[src/hw/rtl/assert_macros.svh]
// Assertion macros for the timer RTL.
`ifndef ASSERT_MACROS_SVH
`define ASSERT_MACROS_SVH

// Checked on every rising edge while reset is released.
`define ASSERT_CLKD(label, clk, rstn, prop, msg) \
    label: assert property (@(posedge clk) disable iff (!rstn) prop) else $error(msg);

// Checked on every rising edge, reset included.
`define ASSERT_ALWAYS(label, clk, prop, msg) \
    label: assert property (@(posedge clk) prop) else $error(msg);

`endif

[src/hw/rtl/frtc_pkg.sv]
// Package with the request and result types and register map of the system timer.
`timescale 1ns / 1ps

package frtc_pkg;

    // Channel count limits; the status word has room for eight channels.
    localparam int DEFAULT_CHANNELS = 4;
    localparam int MAX_CHANNELS     = 8;
    localparam int FLAGS_W          = 4;
    localparam int DATA_W           = 32;
    localparam int COUNT_W          = 64;

    // Request action codes; code three does nothing.
    localparam logic [1:0] ACT_TICK  = 2'd0;
    localparam logic [1:0] ACT_READ  = 2'd1;
    localparam logic [1:0] ACT_WRITE = 2'd2;

    // Word offsets of the register map.
    localparam logic [2:0] OFF_STATUS   = 3'd0;
    localparam logic [2:0] OFF_COUNT_LO = 3'd1;
    localparam logic [2:0] OFF_COUNT_HI = 3'd2;
    localparam int         OFF_COMPARE  = 3;

    typedef struct packed {
        logic [1:0]        action;
        logic [2:0]        reg_index;
        logic [DATA_W-1:0] write_data;
    } in_item_t;

    typedef struct packed {
        logic [DATA_W-1:0]  read_data;
        logic [FLAGS_W-1:0] match_flags;
    } out_item_t;

endpackage

[src/hw/rtl/frtc_core.sv]
// Counter, compare registers and match status of the system timer.
`timescale 1ns / 1ps
`include "assert_macros.svh"

module frtc_core #(
    parameter int CHANNELS = frtc_pkg::DEFAULT_CHANNELS
) (
    input  logic                aclk,
    input  logic                aresetn,
    input  logic                en,
    input  frtc_pkg::in_item_t  item,
    output frtc_pkg::out_item_t result
);
    import frtc_pkg::*;

    logic [COUNT_W-1:0]  count_reg;
    logic [COUNT_W-1:0]  count_next;
    logic [COUNT_W-1:0]  count_inc;
    logic [DATA_W-1:0]   compare_reg  [CHANNELS];
    logic [DATA_W-1:0]   compare_next [CHANNELS];
    logic [CHANNELS-1:0] status_reg;
    logic [CHANNELS-1:0] status_next;
    logic [CHANNELS-1:0] hit;
    logic [CHANNELS-1:0] ch_sel;
    logic [DATA_W-1:0]   read_data;
    logic [MAX_CHANNELS-1:0] status_wide;
    logic                is_tick;
    logic                is_read;
    logic                is_write;

    assign is_tick  = (item.action == ACT_TICK);
    assign is_read  = (item.action == ACT_READ);
    assign is_write = (item.action == ACT_WRITE);
    assign count_inc = count_reg + COUNT_W'(1);

    // Channel decode and match against the incremented low word.
    always_comb begin
        for (int i = 0; i < CHANNELS; i++) begin
            ch_sel[i] = (int'(item.reg_index) == OFF_COMPARE + i);
            hit[i]    = (compare_reg[i] == count_inc[DATA_W-1:0]);
        end
    end

    // Next state for the request being retired.
    always_comb begin
        count_next  = count_reg;
        status_next = status_reg;
        for (int i = 0; i < CHANNELS; i++) begin
            compare_next[i] = compare_reg[i];
        end
        if (en) begin
            if (is_tick) begin
                count_next  = count_inc;
                status_next = status_reg | hit;
            end else if (is_write) begin
                if (item.reg_index == OFF_STATUS) begin
                    status_next = status_reg & ~item.write_data[CHANNELS-1:0];
                end
                for (int i = 0; i < CHANNELS; i++) begin
                    if (ch_sel[i]) begin
                        compare_next[i] = item.write_data;
                    end
                end
            end
        end
    end

    // Read multiplexer over the register map.
    always_comb begin
        read_data = '0;
        if (is_read) begin
            unique case (item.reg_index)
                OFF_STATUS:   read_data = DATA_W'(status_reg);
                OFF_COUNT_LO: read_data = count_reg[DATA_W-1:0];
                OFF_COUNT_HI: read_data = count_reg[COUNT_W-1:DATA_W];
                default: begin
                    for (int i = 0; i < CHANNELS; i++) begin
                        if (ch_sel[i]) begin
                            read_data = compare_reg[i];
                        end
                    end
                end
            endcase
        end
    end

    // Result: read data and the status after this request.
    assign status_wide        = MAX_CHANNELS'(status_next);
    assign result.read_data   = read_data;
    assign result.match_flags = status_wide[FLAGS_W-1:0];

    // State registers.
    always_ff @(posedge aclk) begin
        if (!aresetn) begin
            count_reg  <= '0;
            status_reg <= '0;
            for (int i = 0; i < CHANNELS; i++) begin
                compare_reg[i] <= '0;
            end
        end else begin
            count_reg  <= count_next;
            status_reg <= status_next;
            for (int i = 0; i < CHANNELS; i++) begin
                compare_reg[i] <= compare_next[i];
            end
        end
    end

    // A tick advances the counter by exactly one.
    `ASSERT_CLKD(a_tick_count, aclk, aresetn, (en && is_tick) |=> (count_reg == $past(count_inc)), "counter did not advance on tick")
    // Match bits only clear through a status write.
    `ASSERT_CLKD(a_status_sticky, aclk, aresetn, !(en && is_write && item.reg_index == OFF_STATUS) |=> (($past(status_reg) & ~status_reg) == '0), "match bit cleared without status write")
    // A write to the first compare offset lands in channel zero.
    `ASSERT_CLKD(a_cmp_write, aclk, aresetn, (en && is_write && ch_sel[0]) |=> (compare_reg[0] == $past(item.write_data)), "compare write lost")

endmodule

[src/hw/rtl/free_running_timer_with_compares.sv]
// Top level of the system timer: request register, timer core and result register.
// Usage:
//   Requests enter on s_valid/s_ready/s_data. Each request is a timebase tick,
//   a register read or a register write (word offsets: status, count low,
//   count high, then one compare register per channel).
//   Every request yields exactly one result on m_valid/m_ready/m_data, holding
//   the read data (zero for ticks and writes) and the match flags after it.
//   Each accepted request passes the request register, then the result
//   register, before m_valid. Throughput is one request per cycle while m_ready
//   is high, set by the combinational increment and compare path between them.
//   A request is taken while a finished result waits, as long as the request
//   register can move on; when the receiver stalls, both registers fill and
//   s_ready drops, and nothing is lost.
//   Synchronous reset (aresetn low) clears the counter, the compare registers,
//   the match status and both valid flags.
`timescale 1ns / 1ps

module free_running_timer_with_compares #(
    parameter int CHANNELS = frtc_pkg::DEFAULT_CHANNELS
) (
    input  logic                aclk,
    input  logic                aresetn,
    input  logic                s_valid,
    output logic                s_ready,
    input  frtc_pkg::in_item_t  s_data,
    output logic                m_valid,
    input  logic                m_ready,
    output frtc_pkg::out_item_t m_data
);
    import frtc_pkg::*;

    logic      in_valid_reg;
    logic      in_valid_next;
    in_item_t  in_item_reg;
    logic      m_valid_reg;
    logic      m_valid_next;
    out_item_t m_data_reg;
    out_item_t result;
    logic      advance;
    logic      accept;

    // Handshake: the request stage moves on when the result slot is free.
    assign advance = in_valid_reg && (!m_valid_reg || m_ready);
    assign s_ready = !in_valid_reg || advance;
    assign accept  = s_valid && s_ready;

    always_comb begin
        in_valid_next = in_valid_reg;
        if (accept) begin
            in_valid_next = 1'b1;
        end else if (advance) begin
            in_valid_next = 1'b0;
        end
        m_valid_next = m_valid_reg;
        if (advance) begin
            m_valid_next = 1'b1;
        end else if (m_ready) begin
            m_valid_next = 1'b0;
        end
    end

    // Valid flags.
    always_ff @(posedge aclk) begin
        if (!aresetn) begin
            in_valid_reg <= 1'b0;
            m_valid_reg  <= 1'b0;
        end else begin
            in_valid_reg <= in_valid_next;
            m_valid_reg  <= m_valid_next;
        end
    end

    // Payload registers.
    always_ff @(posedge aclk) begin
        if (accept) begin
            in_item_reg <= s_data;
        end
        if (advance) begin
            m_data_reg <= result;
        end
    end

    frtc_core #(
        .CHANNELS(CHANNELS)
    ) u_core (
        .aclk   (aclk),
        .aresetn(aresetn),
        .en     (advance),
        .item   (in_item_reg),
        .result (result)
    );

    assign m_valid = m_valid_reg;
    assign m_data  = m_data_reg;

endmodule

[config.mk]
export PLATFORM = sky130hd
export DESIGN_NAME = free_running_timer_with_compares
export DESIGN_NICKNAME = d
export VERILOG_FILES = /design/src/hw/rtl/frtc_pkg.sv /design/src/hw/rtl/frtc_core.sv /design/src/hw/rtl/free_running_timer_with_compares.sv
export VERILOG_INCLUDE_DIRS = /design/src /design/src/hw/rtl
export SDC_FILE = /design/constraint.sdc
export NUM_CORES = 1
export LEC_CHECK = 0
export ABC_AREA = 1
export BUFFER_PORTS_ARGS = -buffer_cell sky130_fd_sc_hd__buf_2
export CAP_MARGIN = 20
export CORE_UTILIZATION = 60
export CTS_CLUSTER_SIZE = 12
export DETAILED_ROUTE_END_ITERATION = 16
export PLACE_DENSITY = 0.79
export SLEW_MARGIN = 20
export SYNTH_ARGS = -nofsm -noshare
export SYNTH_HDL_FRONTEND = slang
export SYNTH_SLANG_ARGS = --single-unit
[constraint.sdc]
create_clock -name aclk -period 4.5 [get_ports aclk]
set_input_delay 0.9 -clock aclk [delete_from_list [all_inputs] [get_ports aclk]]
set_output_delay 0.9 -clock aclk [all_outputs]
set_load 0.02 [all_outputs]
* Word-level counts from Yosys, hierarchy flattened
Memories as Yosys holds them, arrays and structs flattened. Cells that the tools add are included.
Storage, ports and cells: register bits after elaboration 143, latch bits 0, bits in writable memories 128, bits in read-only memories 0, output and inout port bits 38, memories kept 1
Memories:
- u_core.compare_reg | depth 4, width 32, read ports 4, clocked after Yosys merged registers in 0, write ports 4, line frtc_core.sv:19 | logic [DATA_W-1:0] compare_reg [CHANNELS];
Cells by class: $add $sub $neg 1, multipliers 0, divide/modulo/power cells 0, order comparisons 0, equality and inequality tests 12, shift operators 0, multiplexer cells 26, bitwise logic cells 7, reduce and logical (&&, ||, !) cells 11
Operators by type and width (number):
- two-way mux 128 bit | 3
- two-way mux 32 bit | 12
- == test 32 bit | 4
- one-hot mux 32 bit (3 select lines) | 1
- adder 64 x 1 -> 64 bit, second input constant | 1
- two-way mux 4 bit | 4
- == test 3 bit, second input constant | 3
- == test 3 x 2 -> 1 bit, second input constant | 2
- two-way mux 1 bit | 6
- bitwise AND 4 bit | 1
- NOT 4 bit | 1
- OR 1 bit | 4
- OR 4 bit | 1
- nonzero test 2 bit | 2
- == test 3 x 1 -> 1 bit, second input constant | 1
- zero test 3 bit | 1
- == test 2 x 1 -> 1 bit, second input constant | 1
- == test 2 bit, second input constant | 1
- logical AND 1 bit | 2
- zero test 1 bit | 2
- zero test 2 bit | 1
- logical OR 1 bit | 2
- AND reduction 2 bit | 1

* Depth between registers and ports, before layout
depth in word-level cells 6, depth in mapped cells 17, mapped depth without buffers 17

* By module
From an unflattened synthesis, not the netlist that was laid out.
Second synthesis, totals: cell total of the unflattened synthesis 2015, area total of the unflattened synthesis 14380.0 µm²
By module, submodules not included:
- frtc_core | times used 1, cells each 1929, area each 12092.8 µm², seq. area each 3923.8 µm²
- free_running_timer_with_compares | times used 1, cells each 86, area each 2287.2 µm², seq. area each 2232.1 µm²

* Worst setup path after synthesis
Ideal clock, no wire load.
path kind input -> register, start in m_ready, end mem u_core.compare_reg[0][26], library setup time 128 ps, arrival 3935 ps, slack 436 ps, cell stages on the path 8, path buffers 1, path through inv_1 -> a21oi_1 -> nand2_1 -> nor2_1 -> clkinv_1 -> clkbuf_1 -> o21ai_0 -> a21oi_1
RTL lines:
- from (decl) | line free_running_timer_with_compares.sv:27 | input logic m_ready,
- to (decl) | line frtc_core.sv:19

==> impl_metrics.env <==
export IMPL_status="finished clean"
export IMPL_place_area_um2=15100
export IMPL_startpoint_type="register"
export IMPL_area_growth_pct=11.1
export IMPL_finalCritPeriodShare_pct=71.1
export IMPL_grt_max_degree=100
export IMPL_synth_cell_type_count=41
export IMPL_routed_wl_mm=50.7
export IMPL_startpoint="u_core.count_reg[0]$_SDFFE_PN0P_"
export IMPL_rr_worst_depth=15
export IMPL_num_vias=14862
export IMPL_antennaDiodeCount=0
export IMPL_htreeDepth=1
export IMPL_clk_latency_ns=0.57
export IMPL_largest_reg_flops=128
export IMPL_grt_pass1_wl_mm=75.6
export IMPL_crit_path_end_kind="register"
export IMPL_min_period_ns=3.20
export IMPL_die_y_um=157
export IMPL_tns_ns=0
export IMPL_hold_viol=0
export IMPL_rr_endpoint="m_data[2]$_DFFE_PP_"
export IMPL_cts_clk_slew_worst_paths_ns=0.06
export IMPL_fp_dieArea_um2=24600
export IMPL_r2r_setup_slack_ns=1.30
export IMPL_cts_setup_buffers=0
export IMPL_nets=2157
export IMPL_root_buffer="clkbuf_16"
export IMPL_worst_ep_arrival_time_ns=3.63
export IMPL_clock_path_buffers=3
export IMPL_gp_congestion=1.01
export IMPL_power_total_w=0.00539
export IMPL_rsz0062_at_grt="no"
export IMPL_drv_cap=0
export IMPL_fillers=2068
export IMPL_grt_usage_pct=41.2
export IMPL_yosysTopAreaCell="dfxtp_1"
export IMPL_num_rows=56
export IMPL_final_max_slew_violation_count=0
export IMPL_worst_pin_slew_ns=1.17
export IMPL_multi_input_area_um2=7060
export IMPL_fin_cells=2456
export IMPL_hp_class="register to register"
export IMPL_fmax_mhz=313
export IMPL_drc=0
export IMPL_antenna_left=0
export IMPL_worst_path_max_fanout=8
export IMPL_layout_drive_gt1_share_pct=9.31
export IMPL_core_area_um2=23500
export IMPL_port_buffers=78
export IMPL_ctsHoldBuffers=0
export IMPL_overflow=0
export IMPL_worstPathRequired_ns=4.94
export IMPL_post_drt_wl_per_cell_um=20.6
export IMPL_cts_sinks=271
export IMPL_cts_buffers=29
export IMPL_drt_pass1_iterations=6
export IMPL_seq_area_frac_synth_pct=42.7
export IMPL_pin_count=79
export IMPL_postSynthAreaPerCell_um2=6.98
export IMPL_grt_pass1_vias=12851
export IMPL_synth_area_um2=14400
export IMPL_p_leak_nw=6.21
export IMPL_max_slew_margin_pct=21.8
export IMPL_final_cell_mix="nand2_1, inv_1, nor2_1"
export IMPL_drt_iter0_markers=2004
export IMPL_irDropWorstVdd_mv=0.376
export IMPL_crit_type="register to register"
export IMPL_die_w_um=157
export IMPL_setup_violations=0
export IMPL_syn_inst=2064
export IMPL_synth_nets=2106
export IMPL_dp_hpwl_mm=37.4
export IMPL_final_cell_area_um2=16000
export IMPL_yosysTopAreaCellShare_pct=27.5
export IMPL_cts_resized=0
export IMPL_initial_utilization_pct=61.2
export IMPL_synth_yosys_warnings=0
export IMPL_cts_tree="done"
export IMPL_powerDensity_nw_per_um2=337
export IMPL_fin_util_pct=68.0
export IMPL_clock_skew_ns=0.0269
export IMPL_rr_startpoint="u_core.count_reg[0]$_SDFFE_PN0P_"
export IMPL_dp_cells=2403
export IMPL_vias_per_cell=6.05
export IMPL_crit_end="m_data[2]$_DFFE_PP_"
export IMPL_ys_ff_latch=271
export IMPL_register_area_um2=6160
export IMPL_final_common_cell="nand2_1"
export IMPL_synth_area_leaders="dfxtp_1, edfxtp_1, nand2_1, inv_1, a21oi_1"
export IMPL_grt_antenna_before_repair=0
==> final cells by class <==
class | count | share of cell area, %
inverter | 251 | 5.89
sequential | 271 | 38.5
multi-input combinational | 1468 | 44.1
timing repair buffer | 94 | 3.21
clock inverter | 7 | 0.524
tap | 319 | 2.49
clock buffer | 46 | 5.32
==> layer usage <==
| layer | track usage, % | up-vias | wire (um) |
|---|---|---|---|
| met1 | 59.8 | 6798 | 20700 |
| met2 | 60.6 | 1051 | 21300 |
| met4 | 14.9 | 0 | 1790 |
| li1 | - | 6898 | - |
| met3 | 8.01 | 115 | 6910 |
| met5 | 0 | - | 0 |
==> per-stage QoR <==
stage / hold slack (ns) / worst slack (ns)
CTS: 0.486 / 1.42
global route: 0.510 / 1.08
floorplan: 0.443 / 0.436
detailed placement: 0.477 / 1.03
global placement: 0.471 / 1.11
finish: 0.488 / 1.30
==> worst min path at each step <==
stage / endpoint / cells past startpoint / slack, ns / from
detailed placement: u_core.compare_reg[1][27]$_SDFFE_PN0P_ / 2 / 0.48 / u_core.compare_reg[1][27]$_SDFFE_PN0P_
floorplan: u_core.count_reg[61]$_SDFFE_PN0P_ / 1 / 0.44 / u_core.count_reg[61]$_SDFFE_PN0P_
finish: u_core.compare_reg[1][27]$_SDFFE_PN0P_ / 2 / 0.49 / u_core.compare_reg[1][27]$_SDFFE_PN0P_
global placement: u_core.compare_reg[1][4]$_SDFFE_PN0P_ / 2 / 0.47 / u_core.compare_reg[1][4]$_SDFFE_PN0P_
CTS: u_core.compare_reg[1][27]$_SDFFE_PN0P_ / 2 / 0.49 / u_core.compare_reg[1][27]$_SDFFE_PN0P_
global route: in_item_reg[0]$_DFFE_PP_ / 1 / 0.51 / s_data[0]
==> power by group <==
part,internal (W),switching [W],leakage [nW],total [W]
clock network,0.00140,0.000997,0.458,0.00240
registers,0.00256,0.0000571,2.31,0.00262
logic,0.000108,0.000273,3.44,0.000381
total,0.00407,0.00133,6.21,0.00539
==> synthesized netlist by cell type <==
library cell  count
a211oi_1         14
a21oi_1         174
a221oi_1          3
a31oi_1           6
a41oi_1          28
and2_1            1
buf_1             7
buf_2             1
clkbuf_1         66
clkinv_1          1
dfxtp_1         198
edfxtp_1         73
ha_1              1
inv_1           244
inv_2             6
nand2_1         530
nand2_2          26
nand2_4           4
nand3_1         125
nand3_2           4
nand3_4           1
nand3b_1         15
nand4_1          17
nor2_1          231
nor2_2            4
nor2_4            7
nor2_8            3
nor3_1           23
nor3_2            1
nor3b_1           4
nor4_1            8
nor4_2            2
o211ai_1          4
o21a_1            3
o21ai_0         162
o21ai_1           3
o21ai_2           1
o22ai_1          33
xnor2_1           4
xnor3_1           1
xor2_1           25
==> worst max-delay path, cell delays in order (launching register included) <==
cell and delay (ns):
dfxtp_1 0.47, ha_1 0.31, nand2_2 0.15, nor2_8 0.21, nand2_2 0.13, nor2_4 0.31, nand3_1 0.12, nand3_1 0.26
nand2_1 0.09, inv_1 0.05, nand2_1 0.05, nor2_1 0.19, nand3_1 0.12, nor2_1 0.42, nor2_1 0.11, inv_1 0.08
==> cells by family after synthesis <==
kind of cell / after synthesis / synth area share [%]
fa+ha+maj: 1 / 0.0868
flops: 271 / 42.7
simple gates: 1006 / 30.3
xor+xnor: 30 / 1.92
buf+inv: 325 / 8.47
compound gates: 431 / 16.5
(Power assumes the default switching activity.)
